`src/hw/rtl/smcf_pkg.sv`:
```
// ----------------------------------------------------------------------------
// SPI master CRC-8 frame package
// Types, constants and the CRC-8 bit table shared by the frame unit.
// ----------------------------------------------------------------------------
`default_nettype none

package smcf_pkg;

  localparam int unsigned CmdBits   = 24;
  localparam int unsigned CmdBytes  = 3;
  localparam int unsigned CrcBits   = 8;
  localparam int unsigned FrameBits = 32;
  localparam int unsigned PosBits   = 5;

  localparam logic [CrcBits-1:0]   CrcPoly    = 8'h1D;
  localparam logic [PosBits-1:0]   PosFirst   = 5'd31;
  localparam logic [PosBits-1:0]   PosLast    = 5'd0;

  // Action codes of an input item.
  localparam logic ActLoad  = 1'b0;
  localparam logic ActShift = 1'b1;

  typedef struct packed {
    logic               action;
    logic [CmdBits-1:0] command;
    logic               miso_bit;
  } item_t;

  typedef struct packed {
    logic                 mosi_bit;
    logic [FrameBits-1:0] received_word;
    logic                 frame_done;
  } result_t;

  // The CRC has zero initial value and no final xor, so it is linear in the
  // command bits: each set bit contributes the CRC of that bit alone.
  function automatic logic [CmdBits-1:0][CrcBits-1:0] crc_build_tbl();
    logic [CmdBits-1:0][CrcBits-1:0] tbl;
    logic [CmdBits-1:0]              cmd;
    logic [CrcBits-1:0]              crc;
    for (int i = 0; i < CmdBits; i++) begin
      cmd    = '0;
      cmd[i] = 1'b1;
      crc    = '0;
      for (int b = 0; b < CmdBytes; b++) begin
        crc = crc ^ cmd[CrcBits*(CmdBytes-1-b) +: CrcBits];
        for (int k = 0; k < CrcBits; k++) begin
          if (crc[CrcBits-1]) begin
            crc = (crc << 1) ^ CrcPoly;
          end else begin
            crc = crc << 1;
          end
        end
      end
      tbl[i] = crc;
    end
    return tbl;
  endfunction

  localparam logic [CmdBits-1:0][CrcBits-1:0] CrcBitTbl = crc_build_tbl();

endpackage

`default_nettype wire

```
`src/hw/rtl/smcf_if.sv`:
```
// ----------------------------------------------------------------------------
// SPI master CRC-8 frame channels
// Valid/ready channels for input items and result items.
// ----------------------------------------------------------------------------
`default_nettype none

interface smcf_in_if
  import smcf_pkg::*;
();
  logic               valid;
  logic               ready;
  logic               action;
  logic [CmdBits-1:0] command;
  logic               miso_bit;

  modport source (output valid, output action, output command, output miso_bit,
                  input ready);
  modport sink   (input valid, input action, input command, input miso_bit,
                  output ready);
endinterface

interface smcf_out_if
  import smcf_pkg::*;
();
  logic                 valid;
  logic                 ready;
  logic                 mosi_bit;
  logic [FrameBits-1:0] received_word;
  logic                 frame_done;

  modport source (output valid, output mosi_bit, output received_word,
                  output frame_done, input ready);
  modport sink   (input valid, input mosi_bit, input received_word,
                  input frame_done, output ready);
endinterface

`default_nettype wire

```
`src/hw/rtl/spi_master_crc8_frame_unit.sv`:
```
// ----------------------------------------------------------------------------
// SPI master CRC-8 frame unit
// Top level: input register, frame core and result register.
// ----------------------------------------------------------------------------
// The unit takes one item per clock cycle unless a result waits to be taken.
// A load item builds a 32-bit frame from a 24-bit command and its CRC-8;
// each shift item while a frame is loaded is one serial bit period and gives
// one result with the driven MOSI bit, and on the 32nd bit the received word
// and frame_done. An accepted item is held in the input register, and its
// result is written to the result register when the registers advance. Both
// registers advance together; when the result register is full and not taken,
// the input register holds and in_i.ready drops once it holds an item, so
// throughput is one item per cycle whenever the sink takes results every
// cycle.
`default_nettype none

module spi_master_crc8_frame_unit
  import smcf_pkg::*;
(
  input  wire logic clk_i,
  input  wire logic rst_ni,
  smcf_in_if.sink   in_i,
  smcf_out_if.source out_o
);

  logic    in_valid_q;
  item_t   in_item_q;
  logic    out_valid_q, out_valid_d;
  result_t out_res_q;
  logic    advance;
  logic    res_valid;
  result_t res;

  assign advance    = !out_valid_q || out_o.ready;
  assign in_i.ready = !in_valid_q || advance;

  smcf_frame_core u_core (
    .clk_i        (clk_i),
    .rst_ni       (rst_ni),
    .item_valid_i (in_valid_q),
    .item_i       (in_item_q),
    .advance_i    (advance),
    .res_valid_o  (res_valid),
    .res_o        (res)
  );

  always_comb begin
    out_valid_d = out_valid_q;
    if (advance) begin
      out_valid_d = res_valid;
    end
  end

  always_ff @(posedge clk_i or negedge rst_ni) begin
    if (!rst_ni) begin
      in_valid_q  <= 1'b0;
      out_valid_q <= 1'b0;
    end else begin
      if (in_i.ready) begin
        in_valid_q <= in_i.valid;
      end
      out_valid_q <= out_valid_d;
    end
  end

  always_ff @(posedge clk_i) begin
    if (in_i.valid && in_i.ready) begin
      in_item_q.action   <= in_i.action;
      in_item_q.command  <= in_i.command;
      in_item_q.miso_bit <= in_i.miso_bit;
    end
    if (advance && res_valid) begin
      out_res_q <= res;
    end
  end

  assign out_o.valid         = out_valid_q;
  assign out_o.mosi_bit      = out_res_q.mosi_bit;
  assign out_o.received_word = out_res_q.received_word;
  assign out_o.frame_done    = out_res_q.frame_done;

endmodule

`default_nettype wire

```
`src/hw/rtl/smcf_crc8.sv`:
```
// ----------------------------------------------------------------------------
// SPI master CRC-8 generator
// CRC-8 (poly 0x1D, init 0, no reflection) over the three command bytes.
// ----------------------------------------------------------------------------
`default_nettype none

module smcf_crc8
  import smcf_pkg::*;
(
  input  wire logic [CmdBits-1:0] command_i,
  output logic      [CrcBits-1:0] crc_o
);

  always_comb begin
    crc_o = '0;
    for (int i = 0; i < CmdBits; i++) begin
      if (command_i[i]) begin
        crc_o = crc_o ^ CrcBitTbl[i];
      end
    end
  end

endmodule

`default_nettype wire

```
`src/hw/rtl/smcf_frame_core.sv`:
```
// ----------------------------------------------------------------------------
// SPI master CRC-8 frame core
// Holds the transmit frame, receive word and bit position, and processes
// one registered item per advance.
// ----------------------------------------------------------------------------
`default_nettype none

module smcf_frame_core
  import smcf_pkg::*;
(
  input  wire logic    clk_i,
  input  wire logic    rst_ni,
  input  wire logic    item_valid_i,
  input  wire item_t   item_i,
  input  wire logic    advance_i,
  output logic         res_valid_o,
  output result_t      res_o
);

  logic [FrameBits-1:0] tx_frame_q, tx_frame_d;
  logic [FrameBits-1:0] rx_shift_q, rx_shift_d;
  logic [PosBits-1:0]   bit_pos_q, bit_pos_d;
  logic                 active_q, active_d;
  logic [CrcBits-1:0]   crc;
  logic [FrameBits-1:0] rx_next;
  logic                 done;

  smcf_crc8 u_crc8 (
    .command_i (item_i.command),
    .crc_o     (crc)
  );

  always_comb begin
    rx_next            = rx_shift_q;
    rx_next[bit_pos_q] = item_i.miso_bit;
    done               = (bit_pos_q == PosLast);
  end

  always_comb begin
    tx_frame_d  = tx_frame_q;
    rx_shift_d  = rx_shift_q;
    bit_pos_d   = bit_pos_q;
    active_d    = active_q;
    res_valid_o = 1'b0;
    res_o.mosi_bit      = tx_frame_q[bit_pos_q];
    res_o.received_word = done ? rx_next : '0;
    res_o.frame_done    = done;
    if (advance_i && item_valid_i) begin
      unique case (item_i.action)
        ActLoad: begin
          tx_frame_d = {item_i.command, crc};
          rx_shift_d = '0;
          bit_pos_d  = PosFirst;
          active_d   = 1'b1;
        end
        ActShift: begin
          // A shift with no frame loaded is dropped without a result.
          if (active_q) begin
            res_valid_o = 1'b1;
            rx_shift_d  = rx_next;
            if (done) begin
              active_d  = 1'b0;
              bit_pos_d = PosFirst;
            end else begin
              bit_pos_d = bit_pos_q - 1'b1;
            end
          end
        end
        default: ;
      endcase
    end
  end

  always_ff @(posedge clk_i or negedge rst_ni) begin
    if (!rst_ni) begin
      tx_frame_q <= '0;
      rx_shift_q <= '0;
      bit_pos_q  <= PosFirst;
      active_q   <= 1'b0;
    end else begin
      tx_frame_q <= tx_frame_d;
      rx_shift_q <= rx_shift_d;
      bit_pos_q  <= bit_pos_d;
      active_q   <= active_d;
    end
  end

endmodule

`default_nettype wire

```
`src/flat_wrapper.sv`:
```
// flat-port wrapper written by rule: the top's interface ports become plain ports
module spi_master_crc8_frame_unit_flat import smcf_pkg::*;
  (clk_i, rst_ni, in_i_valid, in_i_action, in_i_command, in_i_miso_bit, in_i_ready, out_o_valid, out_o_mosi_bit, out_o_received_word, out_o_frame_done, out_o_ready);
  smcf_in_if in_i_i ();
  smcf_out_if out_o_i ();
  input  wire logic clk_i;
  input  wire logic rst_ni;
  input wire logic [$bits(in_i_i.valid)-1:0] in_i_valid;
  input wire logic [$bits(in_i_i.action)-1:0] in_i_action;
  input wire logic [$bits(in_i_i.command)-1:0] in_i_command;
  input wire logic [$bits(in_i_i.miso_bit)-1:0] in_i_miso_bit;
  output wire logic [$bits(in_i_i.ready)-1:0] in_i_ready;
  output wire logic [$bits(out_o_i.valid)-1:0] out_o_valid;
  output wire logic [$bits(out_o_i.mosi_bit)-1:0] out_o_mosi_bit;
  output wire logic [$bits(out_o_i.received_word)-1:0] out_o_received_word;
  output wire logic [$bits(out_o_i.frame_done)-1:0] out_o_frame_done;
  input wire logic [$bits(out_o_i.ready)-1:0] out_o_ready;
  assign in_i_i.valid = in_i_valid;
  assign in_i_i.action = in_i_action;
  assign in_i_i.command = in_i_command;
  assign in_i_i.miso_bit = in_i_miso_bit;
  assign in_i_ready = in_i_i.ready;
  assign out_o_valid = out_o_i.valid;
  assign out_o_mosi_bit = out_o_i.mosi_bit;
  assign out_o_received_word = out_o_i.received_word;
  assign out_o_frame_done = out_o_i.frame_done;
  assign out_o_i.ready = out_o_ready;
  spi_master_crc8_frame_unit u_core (.clk_i(clk_i), .rst_ni(rst_ni), .in_i(in_i_i), .out_o(out_o_i));
endmodule
```
`config.mk`:
```
export PLATFORM = sky130hd
export DESIGN_NAME = spi_master_crc8_frame_unit_flat
export DESIGN_NICKNAME = d
export VERILOG_FILES = /design/src/hw/rtl/smcf_pkg.sv /design/src/hw/rtl/smcf_if.sv /design/src/hw/rtl/spi_master_crc8_frame_unit.sv /design/src/hw/rtl/smcf_crc8.sv /design/src/hw/rtl/smcf_frame_core.sv /design/src/flat_wrapper.sv
export SDC_FILE = /design/constraint.sdc
export NUM_CORES = 1
export LEC_CHECK = 0
export ABC_AREA = 1
export BUFFER_PORTS_ARGS = -buffer_cell sky130_fd_sc_hd__buf_2
export CAP_MARGIN = 0
export CORE_MARGIN = 5
export CORE_UTILIZATION = 60
export DETAILED_ROUTE_END_ITERATION = 8
export MAX_ROUTING_LAYER = met4
export PLACE_DENSITY = 0.78
export SETUP_SLACK_MARGIN = 0.02
export SLEW_MARGIN = 0
export SYNTH_ARGS = -nofsm -noshare
export SYNTH_HDL_FRONTEND = slang
export SYNTH_SLANG_ARGS = --single-unit
export TNS_END_PERCENT = 100
```
`constraint.sdc`:
```
create_clock -name clk_i -period 4.8 [get_ports clk_i]
set_input_delay 0.96 -clock clk_i [delete_from_list [all_inputs] [get_ports clk_i]]
set_output_delay 0.96 -clock clk_i [all_outputs]
set_load 0.01 [all_outputs]
```
==> results of run 1 <==
metal layers:
layer | up-vias | part of all wire, %
met5 | - | 0
met4 | 0 | 4.3
met3 | 58 | 6.3
met2 | 223 | 51
met1 | 2531 | 39
li1 | 2554 | -
area by class of cell:
class / instances / area [um^2]
multi-input combinational: 503 / 2385
timing repair buffer: 67 / 340.3
inverter: 83 / 311.5
sequential: 131 / 3585
clock inverter: 11 / 157.7
fill: 796 / 3018
tap: 136 / 170.2
clock buffer: 21 / 449.2
power groups by stage:
stage,clock network [W],registers (W),logic (W)
global route,0.00139,0.00148,0.000791
floorplan,0,0.00142,0.000540
global placement,0,0.00148,0.000659
detailed placement,0,0.00148,0.000686
CTS,0.00133,0.00146,0.000697
finish,0.00133,0.00146,0.000702
layout by cell type (no fill, tap or decap), drive strengths merged, types with 15 or more instances in the layout:
cell type,count
buf,67
nand2,238
edfxtp,60
nor2,72
dfrtp,66
xor2,15
o22ai,39
clkbuf,21
nand3,28
o21ai,66
inv,82
worst paths after layout:
path / from / endpoint / depth (start not counted) / slack, ps
max: out_o_ready / u_core.u_core.bit_pos_q[2] / 10 / 1880
min: u_core.u_core.tx_frame_q[30] / u_core.u_core.tx_frame_q[30] / 2 / 480
max reg2reg: u_core.out_o.valid / u_core.u_core.bit_pos_q[2] / 8 / 2030
min reg2reg: u_core.u_core.tx_frame_q[30] / u_core.u_core.tx_frame_q[30] / 2 / 480
max in group asynchronous: rst_ni / u_core.u_core.bit_pos_q[4] / 2 / 3300
min in group asynchronous: rst_ni / u_core.u_core.rx_shift_q[7] / 1 / 490
cells by family (layout without fill, tap and decap cells):
logic type | Yosys count | after routing | synth area share [%]
simple gates | 349 | 349 | 22.05
flops | 131 | 131 | 55.70
compound gates | 124 | 124 | 10.61
buf+inv | 118 | 182 | 7.329
xor+xnor | 26 | 26 | 3.538
fa+ha+maj | 4 | 4 | 0.7776
critical path: stages:
cell and delay, ps:
buf_2 70, inv_1 40, nand2_1 70, nand2_1 90, nor2_2 490, inv_2 480
nand2_2 690, inv_1 170, o21ai_0 200, nand2_1 80
state kept, by name, indices dropped and copies added, names as in the netlist:
signal and count:
u_core.u_core.rx_shift_q 31, u_core.out_o.received_word 32, u_core.in_valid_q 1, u_core.in_item_q 26, u_core.out_o.frame_done 1, u_core.out_o.valid 1, u_core.u_core.bit_pos_q 5, u_core.u_core.tx_frame_q 32
u_core.out_o.mosi_bit 1, u_core.u_core.active_q 1
through the flow:
stage / power (W) / utilization (%) / cell area [um^2] / cells / hold slack, ps
after floorplan: 0.001957 / - / 6436 / 752 / 436.6
after global placement: 0.002135 / 65.20 / 6792 / 920 / 456.5
after detailed placement: 0.002167 / 65.20 / 6792 / 920 / 464.0
after CTS: 0.003491 / 71.03 / 7398 / 952 / 482.4
after global routing: 0.003664 / 71.03 / 7398 / 952 / 503.9
final: 0.003493 / 71.03 / 7398 / 952 / 484.6
==> summary.md, run 1 <==
| Metric | Value |
|---|---|
| Path type of the worst min-delay path | `reg2reg` |
| NumNets Final | `837` |
| Antenna viol nets, final | `0` |
| Mapped Area | `6436 um^2` |
| Clock Power Share | `38.0%` |
| Io pins | `66` |
| Port Buffers | `65` |
| RSZ-0062 raised after global routing | `no` |
| Final hold vios | `0` |
| #FFs+latches synth | `131` |
| Core box area | `10420 um^2` |
| Setup WS pre-CTS | `1400 ps` |
| Drt drc | `0` |
| Worst setup path class | `in2reg` |
| Vias in the first global route | `5392` |
| Root buf cell | `clkbuf_8` |
| Reg clk slew, reported paths | `60 ps` |
| YS warnings | `0` |
| Die Wd | `113.6 um` |
| Initial antenna violation count | `0` |
| Setup violators final | `0` |
| Largest net degree at the start of global routing | `55` |
| LEAKAGE | `3.492 nW` |
| Net Sw Frac | `30.56%` |
| Maximum VDD drop | `0.2921 mV` |
| Post-synthesis sequential area ratio | `55.70%` |
| Psw | `0.001067 W` |
| Largest area contributor in the netlist | `edfxtp_1` |
| Vert. Die Dim | `113.6 um` |
| Crit path DAT | `3360 ps` |
| Critical Path Sink Type | `flip-flop` |
| First-pass GRT wire length | `25000 um` |
| Met3 usage | `4.668%` |
| GR Overflow Total | `0` |
| Outcome | `finished, final reports clean` |
| CTS tree | `done` |
| CP Max Fanout | `54` |
| H-tree level count | `4` |
| Wire per inst | `15.51 um` |
| Minimum clock period | `2917 ps` |
| Synth top area share | `27.99%` |
| Mean post-synth cell area | `8.559 um^2` |
| Most used routing layer in global routing | `met2` |
| Leading cell types by count after synthesis | `237 x nand2_1, 76 x inv_1, 66 x dfrtp_1` |
| Fraction of registers with async set/reset | `54.20%` |
| Total iterations of the first detailed-routing run | `6` |
| Synth Flop Type | `dfrtp_1` |
| Clk sinks | `131` |
| Comb pwr share | `20.1%` |
| Clk buf depth | `2` |
| Worst EP required | `5240 ps` |
| Critical path launch point type | `input port` |
| Pint | `0.002426 W` |
| GR Util met2 | `42.29%` |
| Hpwl dp | `10160 um` |
| Final GP Congestion | `0.9463` |
| Worst slew pin tran | `1050 ps` |
| Max-Cap Viols | `0` |
| Post-Route WL | `14770 um` |
| Hold-fix buffers, CTS | `0` |
| Setup Fix Bufs, Post-CTS | `0` |
| Post-cts resize count | `0` |
| Antenna Cells | `0` |
| PD cells | `472.1 nW/um^2` |
| Most used standard cell by instance count after synthesis | `nand2_1` |
| Slew headroom | `30.00%` |
| GR Util met1 | `28.73%` |
| Layout cell share with drive strength beyond 1 | `14.46%` |
| Area added between synthesis and finish | `14.95%` |
| Row count | `37` |
| Syn Inst Count | `752` |
| Sequential share of power | `41.9%` |
| Total number of vias | `5366` |
| FMAX | `342.9 MHz` |
| Number of buffers created by CTS | `17` |
| Slew Viols, Final | `0` |
| Syn nets | `786` |
| Iteration-0 DRC Markers | `387` |
| Synth area leaders | `edfxtp_1 28%, dfrtp_1 26%, nand2_1 14%` |
| Number of synthesized flops with an enable pin | `60` |
| Period utilization | `60.76%` |
| Die ar. | `12900 um^2` |
| Fin Setup TNS | `0 ps` |
| Total GRT Usage | `25.11%` |
| Setup ws final | `1883 ps` |
| Clk_lat worst skew | `520 ps` |
| Vias per cell | `5.637` |
| Layout Skew | `6.039 ps` |
| Initial Util | `61.79%` |
| Yosys cell types | `30` |
Power figures use the tool's default switching activity.
==> run 2, diff against run 1 <==
--- a/config.mk
+++ b/config.mk
@@ -9,10 +9,10 @@
 export BUFFER_PORTS_ARGS = -buffer_cell sky130_fd_sc_hd__buf_2
 export CAP_MARGIN = 0
 export CORE_MARGIN = 5
-export CORE_UTILIZATION = 60
+export CORE_UTILIZATION = 59
 export DETAILED_ROUTE_END_ITERATION = 8
 export MAX_ROUTING_LAYER = met4
-export PLACE_DENSITY = 0.78
+export PLACE_DENSITY = 0.77
 export SETUP_SLACK_MARGIN = 0.02
 export SLEW_MARGIN = 0
 export SYNTH_ARGS = -nofsm -noshare
==> constraint.sdc (replaced) <==
create_clock -name clk_i -period 2.76 [get_ports clk_i]
set_input_delay 0.552 -clock clk_i [delete_from_list [all_inputs] [get_ports clk_i]]
set_output_delay 0.552 -clock clk_i [all_outputs]
set_load 0.01 [all_outputs]
==> run 2 against run 1 <==
Effect of this change: flip-flop and latch count unchanged; global-route usage is 0.083 points lower; critical path depth is 4 lower; register-to-register slack worse by 1600 ps; clock-buffer cell count fell by 4; combinational power is 79% higher; sequential share of layout area is 0.77 points lower; critical path type is now reg2reg.
==> summary.md, run 2 (same netlist as run 1, synthesis figures left out) <==
| Metric | Value |
|---|---|
| Outcome | `finished, final reports clean` |
| Clk buf depth | `2 (unchanged)` |
| Layout Skew | `10.52 ps (+4.484 ps)` |
| Commonest non-fill, non-tap cell in the layout | `nand2_1` |
| Die ar. | `13100 um^2 (+1.5%)` |
| CP Depth | `6 (-4)` |
| CTS tree | `done` |
| Cell at the slowest stage of the critical path | `dfstp_2` |
| Core box area | `10750 um^2 (+3.2%)` |
| Worst setup endpoint | `u_core.out_o.received_word[7]` |
| First-pass GRT wire length | `24980 um (about the same)` |
| Crit path from | `u_core.u_core.bit_pos_q[1]` |
| Initial Util | `59.90% (-1.9 points)` |
| Area added between synthesis and finish | `16.80%` |
| LEAKAGE | `3.555 nW (+1.8%)` |
| Area of the multi-input gates | `2385 um^2 (unchanged)` |
| Buf/Inv on CP | `3 (-1)` |
| CP Max Fanout | `32 (-41%)` |
| Antenna Cells | `0 (unchanged)` |
| FF-to-FF Start | `u_core.u_core.bit_pos_q[1]` |
| Port Buffers | `65 (unchanged)` |
| Maximum VDD drop | `0.4341 mV (+49%)` |
| Crit path max-delay family | `buffers and inverters` |
| Fill cells | `849 (+6.7%)` |
| Setup slack, reg-to-reg | `390 ps (-1640 ps)` |
| Worst setup path class | `reg2reg` |
| Initial antenna violation count | `0 (unchanged)` |
| Minimum clock period | `2374 ps` |
| Final hold slack | `65.97 ps (-418.6 ps)` |
| Max-Cap Viols | `0 (unchanged)` |
| Reg clk slew, reported paths | `60 ps (about the same)` |
| Most frequent cells in the layout | `237 x nand2_1, 76 x inv_1, 66 x dfrtp_1` |
| H-tree level count | `4 (unchanged)` |
| Sequential cell area | `3585 um^2 (unchanged)` |
| Io pins | `66 (unchanged)` |
| Crit path DAT | `2640 ps (-720 ps)` |
| Post-Route WL | `14870 um (+0.69%)` |
| Fin Setup TNS | `0 ps (unchanged)` |
| Capture point of the worst reg-to-reg path | `u_core.out_o.received_word[7]` |
| Critical path launch point type | `flip-flop` |
| Setup violators final | `0 (unchanged)` |
| CP Cell Sequence | `clkinv_1 -> ha_1 -> inv_1 -> nor2_2 -> inv_2 -> nor2_1` |
| Slew Viols, Final | `0 (unchanged)` |
| Wire per inst | `15.44 um (-0.46%)` |
| Iteration-0 DRC Markers | `372 (-3.9%)` |
| Drt drc | `0 (unchanged)` |
| Clk sinks | `131 (unchanged)` |
| Critical Path Sink Type | `flip-flop` |
| Hold-fix buffers, CTS | `0 (unchanged)` |
| Number of buffers created by CTS | `17 (unchanged)` |
| PD cells | `839.8 nW/um^2 (+78%)` |
| Row count | `38 (+2.7%)` |
| Largest net degree at the start of global routing | `54 (-1.8%)` |
| Worst EP required | `3020 ps (-2220 ps)` |
| Path type of the worst min-delay path | `in2async` |
| Total GRT Usage | `25.03% (-0.083 points)` |
| GR Overflow Total | `0 (unchanged)` |
| Total iterations of the first detailed-routing run | `5 (-1)` |
| Root buf cell | `clkbuf_8` |
| Vias per cell | `5.518 (-2.1%)` |
| Final hold vios | `0 (unchanged)` |
| Die Wd | `114.4 um (+0.77%)` |
| Layout cell share with drive strength beyond 1 | `15.67% (+1.2 points)` |
| Clk_lat worst skew | `540 ps (+20 ps)` |
| Max incr delay on CP | `630 ps (-60 ps)` |
| Setup Fix Bufs, Post-CTS | `0 (unchanged)` |
| Vias in the first global route | `5350 (-0.78%)` |
| Post-cts resize count | `0 (unchanged)` |
| Total number of vias | `5314 (-0.97%)` |
| Final GP Congestion | `0.9365 (-1.0%)` |
| Antenna viol nets, final | `0 (unchanged)` |
| Vert. Die Dim | `114.4 um (+0.77%)` |
| Slew headroom | `31.21% (+1.2 points)` |
| RSZ-0062 raised after global routing | `no` |
| NumNets Final | `844 (+0.84%)` |
| Worst slew pin tran | `1032 ps (-18.16 ps)` |
| FMAX | `421.3 MHz` |
| Overall Power | `0.006313 W (+81%)` |
| Period utilization | `86.01%` |
| R2R cell count | `6 (-2)` |
| Hpwl dp | `10070 um (-0.85%)` |
run 2: worst min-delay path by stage:
| stage | endpoint | start | slack, ps |
|---|---|---|---|
| 3_3_place_gp | u_core.u_core.tx_frame_q[7] | u_core.u_core.tx_frame_q[7] | 470 |
| 4_1_cts | u_core.u_core.rx_shift_q[31] | rst_ni | 70 |
| 2_1_floorplan | u_core.in_valid_q | rst_ni | 260 |
| 5_1_grt | u_core.u_core.rx_shift_q[9] | rst_ni | 100 |
| 3_5_place_dp | u_core.u_core.tx_frame_q[7] | u_core.u_core.tx_frame_q[7] | 470 |
| 6_report | u_core.u_core.rx_shift_q[9] | rst_ni | 70 |
run 2: area by class of cell:
class                      instances  share of cell area (%)
sequential                       131                   47.69
multi-input combinational        503                   31.72
tap                              140                   2.330
timing repair buffer              74                   5.226
clock buffer                      17                   5.509
inverter                          83                   4.144
clock inverter                    15                   3.379
run 2: report_power, final:
| part | internal, W | total [W] | switching (W) | leakage (nW) |
|---|---|---|---|---|
| Sequential | 0.00232 | 0.00252 | 0.000204 | 1.49 |
| Clock | 0.00166 | 0.00253 | 0.000873 | 0.323 |
| Combinational | 0.000414 | 0.00126 | 0.000846 | 1.74 |
| Total | 0.00439 | 0.00631 | 0.00192 | 3.56 |
run 2: through the flow:
step	instances	util (%)	instance area (um^2)	setup slack (ps)
after global placement	931	63.74	6849	507.7
final	963	69.96	7517	386.2
after CTS	963	69.96	7517	389.2
after global routing	963	69.96	7517	214.3
after detailed placement	931	63.74	6849	387.3
after floorplan	752	-	6436	411.5
run 2: per-layer routing:
layer  GRT usage [%]  up-vias  routed length (um)
met5               -        -                   0
met4           12.59        0                 545
met3           4.757       47                 722
met2           42.92      170                7726
met1           27.84     2536                5878
li1                -     2561                   -
run 2: worst register-to-register path: stages (launching register included):
cell and delay [ps]:
dfstp_2 630, clkinv_1 270, ha_1 410, inv_1 150
nor2_2 80, inv_2 420, nor2_1 140
==> run 3, diff against run 2 <==
--- a/config.mk
+++ b/config.mk
@@ -13,9 +13,11 @@
 export DETAILED_ROUTE_END_ITERATION = 8
 export MAX_ROUTING_LAYER = met4
 export PLACE_DENSITY = 0.77
+export REMOVE_ABC_BUFFERS = 1
 export SETUP_SLACK_MARGIN = 0.02
 export SLEW_MARGIN = 0
 export SYNTH_ARGS = -nofsm -noshare
 export SYNTH_HDL_FRONTEND = slang
+export SYNTH_HIERARCHICAL = 1
 export SYNTH_SLANG_ARGS = --single-unit
 export TNS_END_PERCENT = 100
==> run 3 against run 2 <==
Effect of this change: synthesized cell count grew 2.3%; first-iteration DRC count is 23% higher; register-to-register slack better by 400 ps; global-route usage fell by 1.7 points; clock-buffer cell count up 3; die area is 0.66% higher; via count decreased by 1.6%; worst hold slack gained 14 ps; final area shrank 0.38%; largest cell class unchanged; clock power decreased by 19%; critical endpoint is now u_core/out_o.received_word[28]; utilization decreased by 0.57 points.
==> summary.md, run 3 <==
| Metric | Value |
|---|---|
| Reg clk slew, reported paths | `60 ps (about the same)` |
| Max-Cap Viols | `0 (unchanged)` |
| Syn Inst Count | `769 (+2.3%)` |
| Clock Power Share | `34.6% (-5.5 points)` |
| Yosys cell types | `32 (+6.7%)` |
| Period utilization | `71.49% (-15 points)` |
| Port Buffers | `65 (unchanged)` |
| Worst slew pin tran | `926.0 ps (-105.8 ps)` |
| Leading cell types by count after synthesis | `233 x nand2_1, 91 x inv_1, 74 x nor2_1` |
| Non-filler cells, final | `982 (+2.0%)` |
| Initial antenna violation count | `0 (unchanged)` |
| Mapped Area | `6482 um^2 (+0.72%)` |
| Post-synthesis compound-gate area fraction | `8.107% (-2.5 points)` |
| Largest area contributor in the netlist | `edfxtp_1` |
| Post-cts resize count | `0 (unchanged)` |
| Mux cell area share after synthesis | `0.1737% (+0.17 points)` |
| Synth Flop Type | `dfrtp_1` |
| Antenna viol nets, final | `0 (unchanged)` |
| Post-Synth Adder-Cell Area | `0.7721% (-0.0056 points)` |
| Hpwl dp | `9710 um (-3.6%)` |
| First-pass GRT wire length | `23440 um (-6.2%)` |
| Io pins | `66 (unchanged)` |
| Total number of vias | `5228 (-1.6%)` |
| Psw | `0.001923 W (about the same)` |
| Fraction of registers with async set/reset | `54.20% (unchanged)` |
| Total GRT Usage | `23.35% (-1.7 points)` |
| Crit path DAT | `2200 ps (-440 ps)` |
| Critical path launch point type | `flip-flop` |
| #FFs+latches synth | `131 (unchanged)` |
| Worst EP required | `2990 ps (-30 ps)` |
| Final hold slack | `80.21 ps (+14.24 ps)` |
| GR Overflow Total | `0 (unchanged)` |
| Post-synthesis sequential area ratio | `55.30% (-0.40 points)` |
| Net Sw Frac | `32.34% (+1.9 points)` |
| Path type of the worst min-delay path | `in2async` |
| Worst setup path class | `reg2reg` |
| Maximum VDD drop | `0.3635 mV (-16%)` |
| Main combinational cell family by area after synthesis | `simple AND/OR/NAND/NOR gates` |
| Antenna Cells | `0 (unchanged)` |
| CP Max Fanout | `33 (+3.1%)` |
| Layout cell share with drive strength beyond 1 | `14.49% (-1.2 points)` |
| Most used standard cell by instance count after synthesis | `nand2_1` |
| PD cells | `793.9 nW/um^2 (-5.5%)` |
| RSZ-0062 raised after global routing | `no` |
| Setup Fix Bufs, Post-CTS | `0 (unchanged)` |
| Sequential share of power | `41.3% (+1.4 points)` |
| Clk sinks | `131 (unchanged)` |
| LEAKAGE | `3.542 nW (-0.37%)` |
| Synth top area share | `27.79% (-0.20 points)` |
| Vert. Die Dim | `114.8 um (+0.33%)` |
| Most frequent cells in the layout | `232 x nand2_1, 91 x inv_1, 74 x nor2_1` |
| Area added between synthesis and finish | `15.52%` |
| Mean post-synth cell area | `8.430 um^2 (-1.5%)` |
| Critical Path Sink Type | `flip-flop` |
| Hold-fix buffers, CTS | `0 (unchanged)` |
| H-tree level count | `4 (unchanged)` |
| Synth area leaders | `edfxtp_1 28%, dfrtp_1 25%, nand2_1 13%` |
| Slew Viols, Final | `0 (unchanged)` |
| YS warnings | `6 (+6)` |
| Minimum clock period | `1973 ps (-400.8 ps)` |
| Setup WS pre-CTS | `601.1 ps (+213.9 ps)` |
| Core box area | `10790 um^2 (+0.44%)` |
| Setup violators final | `0 (unchanged)` |
| Dpl cells | `950 (+2.0%)` |
| Vias per cell | `5.324 (-3.5%)` |
| Setup ws final | `787.0 ps (+400.8 ps)` |
| Total iterations of the first detailed-routing run | `5 (unchanged)` |
| Commonest non-fill, non-tap cell in the layout | `nand2_1` |
| Slew headroom | `38.27% (+7.1 points)` |
| Die Wd | `114.8 um (+0.33%)` |
| Clk_lat worst skew | `510 ps (-30 ps)` |
| Initial Util | `60.06% (+0.17 points)` |
| Pint | `0.004022 W (-8.4%)` |
| Root buf cell | `clkbuf_8` |
| Number of synthesized flops with an enable pin | `60 (unchanged)` |
| Final hold vios | `0 (unchanged)` |
| Comb pwr share | `24.1% (+4.1 points)` |
| Die ar. | `13180 um^2 (+0.66%)` |
| Drt drc | `0 (unchanged)` |
| Row count | `38 (unchanged)` |
| FMAX | `506.8 MHz (+20%)` |
| Clk buf depth | `2 (unchanged)` |
| Number of buffers created by CTS | `17 (unchanged)` |
| Wire per inst | `14.34 um (-7.2%)` |
| NumNets Final | `863 (+2.3%)` |
| Layout Skew | `7.567 ps (-2.957 ps)` |
| Largest net degree at the start of global routing | `72 (+33%)` |
| Outcome | `finished, final reports clean` |
| Vias in the first global route | `4985 (-6.8%)` |
| Fill cells | `821 (-3.3%)` |
| Simple-Gate Fraction of Synth Area | `23.08% (+1.0 points)` |
| Iteration-0 DRC Markers | `458 (+23%)` |
| Post-Synth XOR/XNOR Area | `4.594% (+1.1 points)` |
| Post-Route WL | `14080 um (-5.3%)` |
| CTS tree | `done` |
| Final GP Congestion | `0.8804 (-6.0%)` |
run 3: path summary, 6_finish.rpt:
check | from | end | slack [ps] | cells after the start
max | u_core/u_core/bit_pos_q[1] | u_core/out_o.received_word[28] | 790 | 6
min | rst_ni | u_core/u_core/tx_frame_q[29] | 80 | 2
max reg2reg | u_core/u_core/bit_pos_q[1] | u_core/out_o.received_word[28] | 790 | 6
min reg2reg | u_core/u_core/rx_shift_q[16] | u_core/u_core/rx_shift_q[16] | 490 | 2
max in group asynchronous | rst_ni | u_core/u_core/bit_pos_q[3] | 2360 | 2
min in group clk_i | in_i_command[5] | u_core/in_item_q[6] | 210 | 1
run 3: logic make-up (layout without fill, tap and decap cells):
logic type / after synthesis / count (layout)
AND/OR/NAND/NOR: 367 / 367
flip-flops: 131 / 131
buffers and inverters: 130 / 203
AO/OA/AOI/OAI: 102 / 102
XOR/XNOR: 34 / 34
adder cells (fa/ha/maj): 4 / 4
multiplexers: 1 / 1
run 3: through the flow:
step	utilization, %	power, W	instance area (um^2)	TNS (ps)
finish	69.38	0.005945	7488	0
global route	69.38	0.006283	7488	0
CTS	69.38	0.005969	7488	0
detailed placement	64.27	0.003906	6937	0
global placement	64.27	0.003852	6937	0
floorplan	-	0.003438	6330	-19500
run 3: power groups by stage:
stage | clock network (W) | logic [W] | registers (W)
2_1_floorplan | 0 | 0.000923 | 0.00251
3_3_place_gp | 0 | 0.00137 | 0.00248
3_5_place_dp | 0 | 0.00142 | 0.00249
4_1_cts | 0.00208 | 0.00143 | 0.00246
5_1_grt | 0.00219 | 0.00161 | 0.00248
6_report | 0.00205 | 0.00143 | 0.00246
run 3: layout make-up:
type	count	area (um^2)	area share (%)
sequential	131	3585	47.87
multi-input combinational	508	2395	31.98
clock buffer	20	445.4	5.948
timing repair buffer	74	417.9	5.581
inverter	97	364.1	4.862
tap	140	175.2	2.339
clock inverter	12	106.4	1.420
run 3: per-layer routing:
| layer | up-vias | global-route usage [%] | part of all wire, % |
|---|---|---|---|
| met5 | - | - | 0 |
| met4 | 0 | 9.311 | 2.3 |
| met3 | 29 | 5.316 | 6.7 |
| met2 | 218 | 38.73 | 50 |
| li1 | 2559 | - | - |
| met1 | 2422 | 27.76 | 41 |
run 3: worst max-delay path, stage by stage, from the launching register on:
cell and delay, ps:
dfstp_2 530, inv_2 100, ha_1 300, nand3_1 150
nor2_2 70, inv_2 390, nor2_1 140
